**config.mk**
```make
export PLATFORM = sky130hd
export DESIGN_NAME = bldc_six_step_commutator_core
export DESIGN_NICKNAME = d
export VERILOG_FILES = /design/src/bsc_pkg.sv /design/src/bldc_six_step_commutator_core.sv
export VERILOG_INCLUDE_DIRS = /design/src /design/src/src
export SDC_FILE = /design/constraint.sdc
export NUM_CORES = 1
export LEC_CHECK = 0
export BUFFER_PORTS_ARGS = -buffer_cell sky130_fd_sc_hd__buf_4
export CAP_MARGIN = 20
export CORE_MARGIN = 2
export CORE_UTILIZATION = 50
export DETAILED_ROUTE_END_ITERATION = 10
export GPL_ROUTABILITY_DRIVEN = 0
export HOLD_SLACK_MARGIN = 0.02
export PLACE_DENSITY = 0.75
export SYNTH_ARGS = -nofsm -noshare
export SYNTH_HDL_FRONTEND = slang
export SYNTH_SLANG_ARGS = --single-unit
```
**constraint.sdc**
```tcl
create_clock -name aclk -period 14.27 [get_ports aclk]
set_clock_uncertainty 0.05 [all_clocks]
set_input_delay 2.854 -clock aclk [delete_from_list [all_inputs] [get_ports aclk]]
set_output_delay 2.854 -clock aclk [all_outputs]
set_load 0.005 [all_outputs]
```
**src/bldc_six_step_commutator_core_macros.svh**
```systemverilog
// assertion macros for the six-step commutator core
// no dependencies; included by the rtl files that carry assertions
`ifndef BLDC_SIX_STEP_COMMUTATOR_CORE_MACROS_SVH
`define BLDC_SIX_STEP_COMMUTATOR_CORE_MACROS_SVH

`ifndef SYNTHESIS

// same-cycle implication
`define BSC_ASSERT_NOW(label, clk, rst_n, ante, cons) \
    label: assert property (@(posedge clk) disable iff (!(rst_n)) (ante) |-> (cons)) \
        else $error("assertion failed");

// next-cycle implication
`define BSC_ASSERT_NEXT(label, clk, rst_n, ante, cons) \
    label: assert property (@(posedge clk) disable iff (!(rst_n)) (ante) |=> (cons)) \
        else $error("assertion failed");

`else

`define BSC_ASSERT_NOW(label, clk, rst_n, ante, cons)
`define BSC_ASSERT_NEXT(label, clk, rst_n, ante, cons)

`endif

`endif

```
**src/bsc_pkg.sv**
```systemverilog
// types, constants and commutation table for the six-step commutator core
// no dependencies
`default_nettype none

package bsc_pkg;

    localparam int ANGLE_BITS  = 14;
    localparam int CFG_IDX_W   = 2;
    localparam int CFG_DATA_W  = 10;
    localparam int SECTOR_DEG  = 60;
    localparam int TURN_DEG    = 360;
    localparam int CMD_STOP    = 127;
    localparam int FREE_LOW    = 255;

    localparam logic [4:0]        POLE_PAIRS_RST = 5'd7;
    localparam logic signed [9:0] FWD_OFFSET_RST = -10'sd60;
    localparam logic signed [9:0] REV_OFFSET_RST = -10'sd160;
    localparam logic [6:0]        MAX_SPEED_RST  = 7'd50;

    typedef enum logic [CFG_IDX_W-1:0] {
        REG_POLE_PAIRS = 2'd0,
        REG_FWD_OFFSET = 2'd1,
        REG_REV_OFFSET = 2'd2,
        REG_MAX_SPEED  = 2'd3
    } cfg_reg_t;

    typedef enum logic [1:0] {
        MODE_FREE = 2'd0,
        MODE_LOW  = 2'd1,
        MODE_HIGH = 2'd2
    } mode_t;

    typedef struct packed {
        mode_t a;
        mode_t b;
        mode_t c;
    } step_row_t;

    typedef struct packed {
        logic                  cmd_valid;
        logic [7:0]            cmd_byte;
        logic [ANGLE_BITS-1:0] angle_raw;
        logic                  angle_error;
    } in_item_t;

    typedef struct packed {
        logic [7:0]        phase_a_high;
        logic [7:0]        phase_a_low;
        logic [7:0]        phase_b_high;
        logic [7:0]        phase_b_low;
        logic [7:0]        phase_c_high;
        logic [7:0]        phase_c_low;
        logic [2:0]        sector;
        logic signed [7:0] speed_now;
    } out_item_t;

    typedef struct packed {
        logic [7:0] hi;
        logic [7:0] lo;
    } gate_pair_t;

    function automatic step_row_t step_row(input logic [2:0] sector);
        step_row_t row;
        case (sector)
            3'd0:    row = '{a: MODE_HIGH, b: MODE_LOW,  c: MODE_FREE};
            3'd1:    row = '{a: MODE_HIGH, b: MODE_FREE, c: MODE_LOW };
            3'd2:    row = '{a: MODE_FREE, b: MODE_HIGH, c: MODE_LOW };
            3'd3:    row = '{a: MODE_LOW,  b: MODE_HIGH, c: MODE_FREE};
            3'd4:    row = '{a: MODE_LOW,  b: MODE_FREE, c: MODE_HIGH};
            3'd5:    row = '{a: MODE_FREE, b: MODE_LOW,  c: MODE_HIGH};
            default: row = '{a: MODE_FREE, b: MODE_FREE, c: MODE_FREE};
        endcase
        return row;
    endfunction

    function automatic gate_pair_t drive_phase(input mode_t mode, input logic [7:0] duty);
        gate_pair_t g;
        case (mode)
            MODE_HIGH: g = '{hi: duty, lo: duty};
            MODE_LOW:  g = '{hi: 8'd0, lo: 8'd0};
            default:   g = '{hi: 8'd0, lo: 8'(FREE_LOW)};
        endcase
        return g;
    endfunction

endpackage

`default_nettype wire

```
**src/bldc_six_step_commutator_core.sv**
```systemverilog
// sensored six-step commutator: speed command, electrical sector and gate duties
// depends on bsc_pkg and bldc_six_step_commutator_core_macros.svh
//
// One item per clock is taken unless the result register stalls, and one result item
// is given for each via an input register, the angle, sector and gate logic and a result
// register. A stalled result register holds the input register, which still takes one
// more item. Speed and held sector are updated as an item moves into the result register,
// so the next item sees them at once. Configuration writes take effect on the next clock;
// the user must make them only while the block is idle, and the block does not enforce it.
`default_nettype none

`include "bldc_six_step_commutator_core_macros.svh"

module bldc_six_step_commutator_core
    import bsc_pkg::*;
(
    input  wire logic                  aclk,
    input  wire logic                  aresetn,
    input  wire logic                  cfg_wr_en,
    input  wire logic [CFG_IDX_W-1:0]  cfg_index,
    input  wire logic [CFG_DATA_W-1:0] cfg_wdata,
    input  wire logic                  s_valid,
    output logic                       s_ready,
    input  wire in_item_t              s_item,
    output logic                       m_valid,
    input  wire logic                  m_ready,
    output out_item_t                  m_item
);

    logic [4:0]        pole_pairs_reg;
    logic signed [9:0] fwd_offset_reg;
    logic signed [9:0] rev_offset_reg;
    logic [6:0]        max_speed_reg;
    logic signed [7:0] speed_reg;
    logic [2:0]        held_sector_reg;
    logic              in_valid_reg;
    in_item_t          in_item_reg;
    logic              out_valid_reg;
    out_item_t         out_item_reg;

    logic              advance;
    logic signed [9:0] cmd_diff;
    logic signed [9:0] cmd_scaled;
    logic signed [9:0] lim;
    logic signed [7:0] speed_next;
    logic signed [9:0] offset;
    logic [ANGLE_BITS+4:0] elec_prod;
    logic [ANGLE_BITS+8:0] elec_scaled;
    logic [8:0]        deg_int;
    logic signed [11:0] deg_diff;
    logic [8:0]        deg_wrap;
    logic [2:0]        angle_sector;
    logic [2:0]        held_sector_next;
    logic [7:0]        duty;
    step_row_t         row;
    gate_pair_t        gate_a;
    gate_pair_t        gate_b;
    gate_pair_t        gate_c;
    out_item_t         out_item_next;

    assign advance = in_valid_reg && (!out_valid_reg || m_ready);
    assign s_ready = !in_valid_reg || advance;
    assign m_valid = out_valid_reg;
    assign m_item  = out_item_reg;

    // configuration registers
    always_ff @(posedge aclk) begin
        if (!aresetn) begin
            pole_pairs_reg <= POLE_PAIRS_RST;
            fwd_offset_reg <= FWD_OFFSET_RST;
            rev_offset_reg <= REV_OFFSET_RST;
            max_speed_reg  <= MAX_SPEED_RST;
        end else if (cfg_wr_en) begin
            case (cfg_index)
                REG_POLE_PAIRS: pole_pairs_reg <= cfg_wdata[4:0];
                REG_FWD_OFFSET: fwd_offset_reg <= $signed(cfg_wdata);
                REG_REV_OFFSET: rev_offset_reg <= $signed(cfg_wdata);
                REG_MAX_SPEED:  max_speed_reg  <= cfg_wdata[6:0];
                default: ;
            endcase
        end
    end

    // speed command, doubled and clamped to the limit; held when no command is valid
    always_comb begin
        cmd_diff   = $signed({2'b00, in_item_reg.cmd_byte}) - 10'(CMD_STOP);
        cmd_scaled = {cmd_diff[8:0], 1'b0};
        lim        = $signed({3'b000, max_speed_reg});
        if (!in_item_reg.cmd_valid) begin
            speed_next = speed_reg;
        end else if (cmd_scaled > lim) begin
            speed_next = lim[7:0];
        end else if (cmd_scaled < -lim) begin
            speed_next = 8'(-lim);
        end else begin
            speed_next = cmd_scaled[7:0];
        end
    end

    // electrical angle and sector, held on an angle error: only the fraction of a turn of pole_pairs * angle matters
    always_comb begin
        offset      = (speed_next > 8'sd0) ? fwd_offset_reg : rev_offset_reg;
        elec_prod   = pole_pairs_reg * in_item_reg.angle_raw;
        elec_scaled = {9'd0, elec_prod[ANGLE_BITS-1:0]} * (ANGLE_BITS+9)'(TURN_DEG);
        deg_int     = elec_scaled[ANGLE_BITS+8:ANGLE_BITS];
        deg_diff    = $signed({3'b000, deg_int}) - {{2{offset[9]}}, offset};
        if (deg_diff < -12'sd360) begin
            deg_wrap = 9'(deg_diff + 12'(2 * TURN_DEG));
        end else if (deg_diff < 12'sd0) begin
            deg_wrap = 9'(deg_diff + 12'(TURN_DEG));
        end else if (deg_diff >= 12'(2 * TURN_DEG)) begin
            deg_wrap = 9'(deg_diff - 12'(2 * TURN_DEG));
        end else if (deg_diff >= 12'(TURN_DEG)) begin
            deg_wrap = 9'(deg_diff - 12'(TURN_DEG));
        end else begin
            deg_wrap = deg_diff[8:0];
        end
        if (deg_wrap < 9'(SECTOR_DEG)) begin
            angle_sector = 3'd0;
        end else if (deg_wrap < 9'(2 * SECTOR_DEG)) begin
            angle_sector = 3'd1;
        end else if (deg_wrap < 9'(3 * SECTOR_DEG)) begin
            angle_sector = 3'd2;
        end else if (deg_wrap < 9'(4 * SECTOR_DEG)) begin
            angle_sector = 3'd3;
        end else if (deg_wrap < 9'(5 * SECTOR_DEG)) begin
            angle_sector = 3'd4;
        end else begin
            angle_sector = 3'd5;
        end
        held_sector_next = in_item_reg.angle_error ? held_sector_reg : angle_sector;
    end

    // gate pattern
    always_comb begin
        duty   = (speed_next < 8'sd0) ? 8'(-speed_next) : speed_next;
        row    = step_row(held_sector_next);
        gate_a = drive_phase(row.a, duty);
        gate_b = drive_phase(row.b, duty);
        gate_c = drive_phase(row.c, duty);
        out_item_next.phase_a_high = gate_a.hi;
        out_item_next.phase_a_low  = gate_a.lo;
        out_item_next.phase_b_high = gate_b.hi;
        out_item_next.phase_b_low  = gate_b.lo;
        out_item_next.phase_c_high = gate_c.hi;
        out_item_next.phase_c_low  = gate_c.lo;
        out_item_next.sector       = held_sector_next;
        out_item_next.speed_now    = speed_next;
    end

    // control and state
    always_ff @(posedge aclk) begin
        if (!aresetn) begin
            in_valid_reg    <= 1'b0;
            out_valid_reg   <= 1'b0;
            speed_reg       <= 8'sd0;
            held_sector_reg <= 3'd0;
        end else begin
            if (s_ready) begin
                in_valid_reg <= s_valid;
            end
            if (advance) begin
                out_valid_reg   <= 1'b1;
                speed_reg       <= speed_next;
                held_sector_reg <= held_sector_next;
            end else if (m_ready) begin
                out_valid_reg <= 1'b0;
            end
        end
    end

    // payload
    always_ff @(posedge aclk) begin
        if (s_valid && s_ready) begin
            in_item_reg <= s_item;
        end
        if (advance) begin
            out_item_reg <= out_item_next;
        end
    end

    `BSC_ASSERT_NOW(a_held_sector_range, aclk, aresetn, 1'b1, held_sector_reg <= 3'd5)
    `BSC_ASSERT_NOW(a_one_free_phase, aclk, aresetn, m_valid,
        $countones({m_item.phase_a_low == 8'hFF, m_item.phase_b_low == 8'hFF,
                    m_item.phase_c_low == 8'hFF}) == 1)
    `BSC_ASSERT_NEXT(a_error_holds_sector, aclk, aresetn,
        advance && in_item_reg.angle_error, $stable(held_sector_reg))
    `BSC_ASSERT_NOW(a_stall_only_when_full, aclk, aresetn, !s_ready,
        in_valid_reg && out_valid_reg && !m_ready)

endmodule

`default_nettype wire
```
# Word level (Yosys, flattened, before mapping)
# Index checks and enable logic that the tools add are counted.
dict set report op_classes {
  add_sub_neg 8
  n_mul 2
  n_lt_le_gt_ge 13
  n_eq_ne 14
  mux 21
  n_reduce_logical 13
}
# operator count
set ops {}
lappend ops {{$pmux 16 s2} 3}
lappend ops {{$mux 9} 4}
lappend ops {{$pmux 6 s6} 1}
lappend ops {{$mux 8} 4}
lappend ops {{$mul 14x6->20 const B} 1}
lappend ops {{$add 9x9->9 const B} 2}
lappend ops {{$lt 9x8->1 const B} 2}
lappend ops {{$sub 9x9->9 const B} 2}
lappend ops {{$mux 3} 5}
lappend ops {{$mul 5x14->14} 1}
lappend ops {{$ge 11x10->1 const B} 1}
lappend ops {{$ge 11x11->1 const B} 1}
lappend ops {{$lt 11x1->1 const B} 1}
lappend ops {{$lt 11x10->1 const B} 1}
lappend ops {{$sub 10x10->11} 1}
lappend ops {{$eq 2x2->1 const B} 5}
lappend ops {{$gt 10x8->1} 1}
lappend ops {{$lt 10x10->1} 1}
lappend ops {{$mux 10} 1}
lappend ops {{$neg 7->10} 1}
lappend ops {{$lt 9x6->1 const B} 1}
lappend ops {{$lt 9x7->1 const B} 1}
lappend ops {{$lt 9x9->1 const B} 1}
lappend ops {{$sub 8x7->9 const B} 1}
lappend ops {{15 further kinds} 28}
dict set report word_totals {
  regBits 128
  inputBits 41
  out_inout_bits 61
  elab_cells 91
}

# Depth between registers and ports, before layout
# Gate-level depths: netlist of the first run.
dict set report depth {
  word_depth 24
  ltp_mapped 53
  ltp_nobuf 50
}

# Least setup slack after synthesis of the first run
# OpenSTA, ideal clock, no wires.
dict set report synth_timing {
  path_kind {flip-flop to flip-flop}
  from {register pole_pairs_reg[3]}
  to {register out_item_reg (netlist bit m_item[51]) (data pin)}
  setup_time_ns 0.268
  t_arrival_ns 11.424
  required_time_ns 13.952
  path_slack_ns 2.528
  path_stages_with_launch 50
  path_buffers 3
  period_less_slack_ns 11.742
  path_cell_list {dfxtp_1 > clkbuf_1 > and2_1 > fa_1 > fa_1 > inv_1 > fa_1 > inv_1 > ha_1 > inv_1 > nor2_1 > nor2_1 > xnor2_1 > ha_1 > fa_1 > inv_1 > fa_1 > inv_1 > [14 not listed] > o311ai_0 > ha_1 > a21o_1 > nor2_1 > o21ai_0 > mux2_4 > or4_1 > and4_1 > o31a_1 > a211o_1 > mux2_4 > a22oi_2 > mux2i_1 > ha_1 > clkbuf_1 > nand2b_1 > buf_1 > nor2_1}
}
# element line_no
set synth_lines {}
lappend synth_lines {{start: declaration} bldc_six_step_commutator_core.sv:30} ;# logic [4:0] pole_pairs_reg;
lappend synth_lines {{start signal: assignment} bldc_six_step_commutator_core.sv:75} ;# REG_POLE_PAIRS: pole_pairs_reg <= cfg_wdata[4:0];
lappend synth_lines {{end signal: assignment} bldc_six_step_commutator_core.sv:178} ;# out_item_reg <= out_item_next;
lappend synth_lines {{end: declaration} bldc_six_step_commutator_core.sv:39} ;# out_item_t out_item_reg;

==> flow_summary.yaml, run 1 <==
clock_tree:
  clk_latency_ns: 0.41
  post_cts_buffers: 0
  path_clk_slew_ns: 0.06
  ctsResizeCount: 0
  cts_root_buf: "clkbuf_16"
  cts.sink_count: 128
  numCtsBuffers: 17
  h-tree-depth: 4
  ctsHoldBuffers: 0
  tritoncts: "yes"
  cts_buffer_depth: 2
yosys:
  synth_edf_count: 83
  synth_flop_cell: "edfxtp_1"
  ys_ff_latch: 128
  synthArstFlopShare: 0
  yosysUniqueCellTypes: 87
  synthesis.area_um2: 10220
  synth.avg_cell_area_um2: 9.532
  ys_seq_area_frac: 0.3321
  ys_warn_count: 0
  syn_nets: 1249
  synthCells: 1072
layout:
  largest_register_ffs: 59
  diodes: 0
  areaGrowthSynthToFinish_pct: 15.40
  register_area_um2: 3393
  fill_cells: 1756
  nets: 1337
  multi_input_area_um2: 6270
  drive_above_1_share: 0.1483
setup_path:
  path_buf_inv: 5
  critPathMaxStageDelay_ns: 0.59
  r2r_start: "pole_pairs_reg[3]"
  worst-r2r-setup-slack_ns: 1.31
  r2r_cells: 47
  cp_max_fo: 12
  critPathRequiredTime_ns: 14.36
  path_class: "reg -> reg"
  start_kind: "flip-flop"
  crit_family: "adder cells"
  cp-end-kind: "flip-flop"
  cp.arrival_ns: 13.05
  cp_common_cell: "o21a_1"
  crit_path_top_delay_cell: "or4b_2"
  regToRegEndpoint: "m_item[20]"
sta:
  tns_ns: 0
  min_period_ns: 12.96
  fin_hold_ws_ns: 0.4108
  hold_violations: 0
  worstMarginPinSlew_ns: 1.047
  setup_ws_ns: 1.310
  setup_viol: 0
  relSlewSlack: 0.2995
  post-route-period-util: 0.9082
  fmax_mhz: 77.16
  rsz0062_at_grt: "false"
  finalMaxSlewViolations: 0
place:
  place_ws_ns: 1.518
  hpwl_mm: 17.49
  io_buffers: 101
floorplanning:
  initial_core_util: 0.5066
  die_h_um: 147.0
  num_rows: 52
  pin_count: 102
  fp.coreArea_um2: 20170
  die_w_um: 147.0
  die_area_um2: 21600
route:
  ant_nets: 0
  drt_iter0_drc: 506
  routed_wl_mm: 23.00
  wl_per_cell_um: 15.94
  drt_pre_antenna_iters: 5
  vias: 7851
  viasPerCell: 5.441
  post-route-drc-count: 0
min_path:
  whs_path_depth: 2
  worstHoldPathType: "reg -> reg"
  min_from: "rev_offset_reg[2]"
  min_to: "rev_offset_reg[2]"
global_route:
  grt_usage: 0.2189
  grt_pass1_wl_mm: 38.58
  grt_max_degree: 48
  antenna_found_initial: 0
  first_global_vias: 7905
  overflow: 0
outcome:
  outcome: "finished clean"
job:
  cap_violations: 0
## worst register-to-register path: cells and delay by family, from the launching register on
kind | cells | cell delay (ns)
adder cells (fa/ha/maj) | 11 | 4.66
AO/OA/AOI/OAI | 17 | 3.39
AND/OR/NAND/NOR | 12 | 3.05
flip-flops | 1 | 0.51
multiplexers | 1 | 0.44
XOR/XNOR | 1 | 0.29
buffers and inverters | 5 | 0.25
## final cells by class
type,count,share of cell area
multi-input combinational,800,0.5317
sequential,128,0.2877
timing repair buffer,103,0.06557
clock buffer,18,0.03724
inverter,110,0.03501
tap,270,0.02865
clock inverter,14,0.01411
## logic make-up after synthesis
| family | count (synthesis) | synth area share |
|---|---|---|
| mux | 27 | 0.02865 |
| fa+ha+maj | 137 | 0.1992 |
| flops | 128 | 0.3321 |
| buf+inv | 144 | 0.05436 |
| simple gates | 352 | 0.1678 |
| xor+xnor | 67 | 0.05743 |
| compound gates | 217 | 0.1605 |
## routing by layer
metal | vias up | global-route usage | routed length [um]
li1 | 3915 | - | -
met1 | 3758 | 0.2975 | 10840
met2 | 148 | 0.3725 | 11110
met3 | 30 | 0.02640 | 684
met4 | 0 | 0.06010 | 364
met5 | - | 0 | 0
## how the worst max path moves through the flow
stage	depth (start not counted)	start	slack (ns)	end
after floorplan	49	pole_pairs_reg[3]	2.53	m_item[51]
after global placement	47	pole_pairs_reg[2]	1.88	m_item[36]
after detailed placement	47	pole_pairs_reg[3]	1.52	m_item[42]
after CTS	47	pole_pairs_reg[3]	1.39	m_item[20]
after global routing	47	pole_pairs_reg[2]	0.49	m_item[20]
final	47	pole_pairs_reg[3]	1.31	m_item[20]
## cells in the mapped netlist (8+ instances only)
| cell type | count | share of area |
|---|---|---|
| clkbuf_1 | 26 | 0.0096 |
| or2_2 | 8 | 0.0049 |
| nor3_1 | 16 | 0.0078 |
| xnor2_1 | 46 | 0.039 |
| o211ai_1 | 14 | 0.010 |
| fa_1 | 43 | 0.084 |
| nor2b_1 | 11 | 0.0067 |
| nand2_1 | 116 | 0.043 |
| a21boi_0 | 18 | 0.013 |
| dfxtp_1 | 45 | 0.088 |
| ha_1 | 93 | 0.11 |
| and2_1 | 46 | 0.028 |
| o21ai_0 | 27 | 0.013 |
| edfxtp_1 | 83 | 0.24 |
| mux2i_1 | 17 | 0.017 |
| nor2_1 | 81 | 0.030 |
| inv_1 | 109 | 0.040 |
| a21oi_1 | 32 | 0.016 |
| o21a_1 | 15 | 0.011 |
| xor2_1 | 21 | 0.018 |
| a21o_1 | 33 | 0.024 |
| nand3_1 | 24 | 0.012 |
| nand2b_1 | 8 | 0.0049 |
| o211a_1 | 10 | 0.0098 |
| and3_1 | 8 | 0.0049 |
## per-stage QoR
step,util,cells,instance area (um2)
after global routing,0.5847,1443,11790
after global placement,0.5547,1411,11190
final,0.5847,1443,11790
after floorplan,-,1072,10220
after CTS,0.5847,1443,11790
after detailed placement,0.5547,1411,11190
## placed cells by master (no fill, tap or decap), types with 3 or more instances in the layout
master / netlist / layout
inv_1: 109 / 108
o211a_1: 10 / 10
o21a_1: 15 / 15
edfxtp_1: 83 / 83
nand2b_1: 8 / 8
clkbuf_16: 0 / 17
o21bai_1: 7 / 7
and2_1: 46 / 46
xor2_1: 21 / 21
xnor2_1: 46 / 46
and3_1: 8 / 8
a21oi_1: 32 / 32
dfxtp_1: 45 / 45
nand3_1: 24 / 24
a21o_1: 33 / 33
and4_1: 3 / 3
ha_1: 93 / 93
mux2_2: 7 / 7
o21ai_1: 4 / 4
nor2_1: 81 / 81
o21ai_0: 27 / 27
nor3b_1: 6 / 6
or3_1: 7 / 7
nor2b_1: 11 / 11
clkinvlp_4: 0 / 3
a2111oi_0: 4 / 4
o211ai_1: 14 / 14
a21boi_0: 18 / 18
inv_6: 0 / 6
or2_2: 8 / 8
nand2_1: 116 / 116
fa_1: 43 / 43
a211oi_1: 4 / 4
nand4_1: 4 / 4
buf_4: 1 / 103
o311ai_0: 3 / 3
a211o_1: 3 / 3
nor3_1: 16 / 16
mux2i_1: 17 / 17
Power of run 1 is not shown: default switching activity piles up to over one toggle a cycle in this logic, so the estimate is an artifact.
==> run 2, diff against run 1 <==
- CORE_UTILIZATION: 50 -> 61
- PLACE_DENSITY: 0.75 -> 0.88
==> run 2 against run 1 <==
  * Die area down 18%
  * Core utilization grew 13 points
  * Highest routed layer unchanged
  * Critical path depth down 1
  * Count of clock-buffer cells in the layout down 1
  * Fmax rose by 0.66%
  * Design area fell by 0.63%
  * Critical path type unchanged
==> flow_summary.yaml, run 2 (same netlist as run 1, synthesis figures left out) <==
outcome:
  outcome: "finished clean"
setup_path:
  r2r_cells: 46
  cp_common_cell: "o21a_1"
  critPathMaxStageDelay_ns: 0.61
  crit_family: "adder cells"
  path_class: "reg -> reg"
  cp.arrival_ns: 12.98
  regToRegEndpoint: "m_item[24]"
  start_kind: "flip-flop"
  cp_max_fo: 11
  path_buf_inv: 3
  critPathRequiredTime_ns: 14.37
  crit_path_top_delay_cell: "or4b_2"
  r2r_start: "pole_pairs_reg[4]"
  cp-end-kind: "flip-flop"
  worst-r2r-setup-slack_ns: 1.40
  crit_start: "pole_pairs_reg[4]"
min_path:
  min_to: "fwd_offset_reg[1]"
  worstHoldPathType: "reg -> reg"
  min_from: "fwd_offset_reg[1]"
  whs_path_depth: 2
clock_tree:
  ctsHoldBuffers: 0
  post_cts_buffers: 0
  h-tree-depth: 4
  tritoncts: "yes"
  path_clk_slew_ns: 0.06
  ctsResizeCount: 0
  cts_root_buf: "clkbuf_16"
  numCtsBuffers: 17
  cts_buffer_depth: 2
  cts.sink_count: 128
  clk_latency_ns: 0.42
sta:
  hold_violations: 0
  post-route-period-util: 0.9022
  worstMarginPinSlew_ns: 1.007
  finalMaxSlewViolations: 0
  fmax_mhz: 77.68
  relSlewSlack: 0.3269
  setup_viol: 0
  min_period_ns: 12.87
  tns_ns: 0
  rsz0062_at_grt: "false"
layout:
  largest_register_ffs: 59
  areaGrowthSynthToFinish_pct: 14.68
  drive_above_1_share: 0.1475
  nets: 1337
  layout_common_cells: "nand2_1, inv_1, buf_4"
  diodes: 0
  mostFrequentLayoutCell: "nand2_1"
route:
  drt_iter0_drc: 683
  ant_nets: 0
  routed_wl_mm: 24.00
  post-route-drc-count: 0
  drt_pre_antenna_iters: 5
  viasPerCell: 5.940
  wl_per_cell_um: 17.23
  vias: 8275
floorplanning:
  initial_core_util: 0.6206
  die_w_um: 133.4
  fp.coreArea_um2: 16470
  pin_count: 102
  die_area_um2: 17800
  num_rows: 47
  die_h_um: 133.4
global_route:
  antenna_found_initial: 0
  first_global_vias: 8324
  overflow: 0
  grt_usage: 0.2744
  grt_max_degree: 64
  grt_pass1_wl_mm: 39.65
place:
  hpwl_mm: 17.34
  io_buffers: 101
job:
  cap_violations: 0
[run 2: changes by cell type in the layout (fill, tap and decap cells not counted), sizes merged]
cell	delta
clkbuf	-1
clkinv	+3
clkinvlp	-2
[run 2: worst min-delay path, delay by kind of cell (launching register included)]
family,cells,cell delay [ns]
DFF,1,0.31
AOI/OAI and AO/OA,1,0.06
and+or+nand+nor,1,0.04
[run 2: layout make-up]
class	instances	area [um2]
inverter	110	412.9
fill	1154	4747
clock inverter	15	168.9
multi-input combinational	800	6270
timing repair buffer	103	773.2
sequential	128	3393
clock buffer	17	425.4
tap	220	275.3
[run 2: worst max-delay path by stage]
stage / endpoint / slack [ns] / cells past startpoint
finish: m_item[24] / 1.40 / 46
global route: m_item[24] / 0.55 / 47
CTS: m_item[24] / 1.57 / 47
detailed placement: m_item[55] / 1.67 / 47
global placement: m_item[20] / 2.10 / 46
floorplan: m_item[51] / 2.53 / 49
[run 2: routing by layer]
| metal | vias to the layer above | share of wire | GRT usage | wire, um |
|---|---|---|---|---|
| li1 | 3905 | - | - | - |
| met1 | 4008 | 0.42 | 0.3460 | 10150 |
| met2 | 308 | 0.50 | 0.4888 | 12070 |
| met3 | 54 | 0.051 | 0.03767 | 1225 |
| met4 | 0 | 0.024 | 0.08747 | 565 |
| met5 | - | 0 | 0 | 0 |
[run 2: metrics by stage]
stage                     utilization  setup slack [ns]  area, um2  hold WS (ns)  std cells
after floorplan                     -             2.528      10220        0.3900       1072
after global placement         0.6756             2.095      11120        0.3980       1361
after detailed placement       0.6756             1.670      11120        0.4059       1361
after CTS                      0.7117             1.571      11720        0.4147       1393
after global routing           0.7117            0.5463      11720        0.4429       1393
final                          0.7117             1.396      11720        0.4109       1393
Power of run 2 is left out for the same reason.
==> run 3, diff against run 2 <==
- CORE_UTILIZATION: 61 -> 66
- GPL_TIMING_DRIVEN: default -> 0
- PLACE_DENSITY: 0.88 -> 0.94
- clock period: 14.27 -> 15.1 ns (I/O delays scaled with it)
==> run 3 against run 2 <==
  * Final cell count unchanged
  * Global-route usage increased by 7.6 points
  * Count of clock-buffer cells in the layout is 1 higher
  * Via count rose by 9.5%
==> flow_summary.yaml, run 3 (same netlist as run 1, synthesis figures left out) <==
setup_path:
  critPathRequiredTime_ns: 15.20
  start_kind: "flip-flop"
  path_class: "reg -> reg"
  cp.arrival_ns: 13.92
  r2r_start: "pole_pairs_reg[2]"
  crit_start: "pole_pairs_reg[2]"
  critPathMaxStageDelay_ns: 0.62
  cp_max_fo: 10
  cp_common_cell: "o21a_1"
  crit_path_top_delay_cell: "or4b_2"
  cp-end-kind: "flip-flop"
floorplanning:
  num_rows: 45
  pin_count: 102
  initial_core_util: 0.6747
  die_w_um: 128.4
  die_h_um: 128.4
  die_area_um2: 16490
  fp.coreArea_um2: 15150
route:
  drt_iter0_drc: 1106
  routed_wl_mm: 28.14
  post-route-drc-count: 0
  ant_nets: 0
  wl_per_cell_um: 20.20
  drt_pre_antenna_iters: 8
  viasPerCell: 6.502
  vias: 9057
sta:
  worstMarginPinSlew_ns: 1.198
  setup_viol: 0
  post-route-period-util: 0.9148
  rsz0062_at_grt: "false"
  finalMaxSlewViolations: 0
  relSlewSlack: 0.1991
  tns_ns: 0
  min_period_ns: 13.81
  fmax_mhz: 72.39
  hold_violations: 0
  fin_hold_ws_ns: 0.4346
clock_tree:
  h-tree-depth: 4
  ctsHoldBuffers: 0
  tritoncts: "yes"
  post_cts_buffers: 0
  path_clk_slew_ns: 0.07
  cts_root_buf: "clkbuf_16"
  ctsResizeCount: 0
  cts_buffer_depth: 2
  numCtsBuffers: 17
  clk_latency_ns: 0.43
  cts.sink_count: 128
global_route:
  met1_usage: 0.4221
  grt_usage: 0.3506
  grt_max_degree: 69
  first_global_vias: 9216
  grt_pass1_wl_mm: 45.22
  gr-usage-met3: 0.07568
  overflow: 0
  antenna_found_initial: 0
  met2_usage: 0.5923
  busiest_layer: "met2"
layout:
  largest_register_ffs: 59
  areaGrowthSynthToFinish_pct: 16.37
  drive_above_1_share: 0.1461
  final_util: 0.7851
  nets: 1369
  layout_common_cells: "nand2_1, inv_1, buf_4"
  diodes: 0
  mostFrequentLayoutCell: "nand2_1"
job:
  cap_violations: 0
place:
  hpwl_mm: 18.41
  io_buffers: 100
min_path:
  worstHoldPathType: "reg -> reg"
  min_from: "fwd_offset_reg[1]"
outcome:
  outcome: "finished clean"
==> run 3: changes by cell type in the layout (fill, tap and decap cells not counted), sizes merged <==
| cell | before | now |
|---|---|---|
| clkinvlp | 1 | 2 |
| inv | 117 | 113 |
| bufinv | 2 | 5 |
| buf | 103 | 108 |
| clkinv | 5 | 4 |
| clkbuf | 17 | 45 |
==> run 3: stage by stage <==
stage	instances	cell area, um2	setup slack, ns
2_1_floorplan	1072	10220	3.358
3_3_place_gp	1360	11200	2.116
5_1_grt	1393	11890	0.4792
6_report	1393	11890	1.286
3_5_place_dp	1360	11210	1.590
4_1_cts	1392	11870	1.536
==> run 3: cell type report <==
type,count,area [um2]
multi-input cells,800,6270
inverters,110,412.9
fillers,821,3254
plain buffers,34,146.4
clock inverters,14,229.0
clock buffers,18,429.2
well taps,188,235.2
repair buffers,101,775.7
flip-flops and latches,128,3393
==> run 3: final timing paths <==
| kind | cells past startpoint | to | slack [ns] |
|---|---|---|---|
| worst max-delay path | 48 | m_item[21] | 1.29 |
| worst min-delay path | 2 | fwd_offset_reg[1] | 0.43 |
| worst max register to register | 48 | m_item[21] | 1.29 |
| worst min register to register | 2 | fwd_offset_reg[1] | 0.43 |
==> run 3: worst max-delay path, delay by kind of cell (launching register included) <==
kind	cells	cell delay, ns
xor+xnor	2	0.51
buf+inv	5	1.30
compound gates	18	3.82
flops	1	0.45
simple gates	12	2.94
mux	1	0.40
fa+ha+maj	10	4.04
==> run 3: metal layers <==
metal / share of wire / wire length (um) / up-vias
li1: - / - / 3972
met1: 0.37 / 10280 / 4262
met2: 0.48 / 13610 / 659
met3: 0.098 / 2769 / 164
met4: 0.052 / 1474 / 0
met5: 0 / 0 / -
Power of run 3 is left out for the same reason.
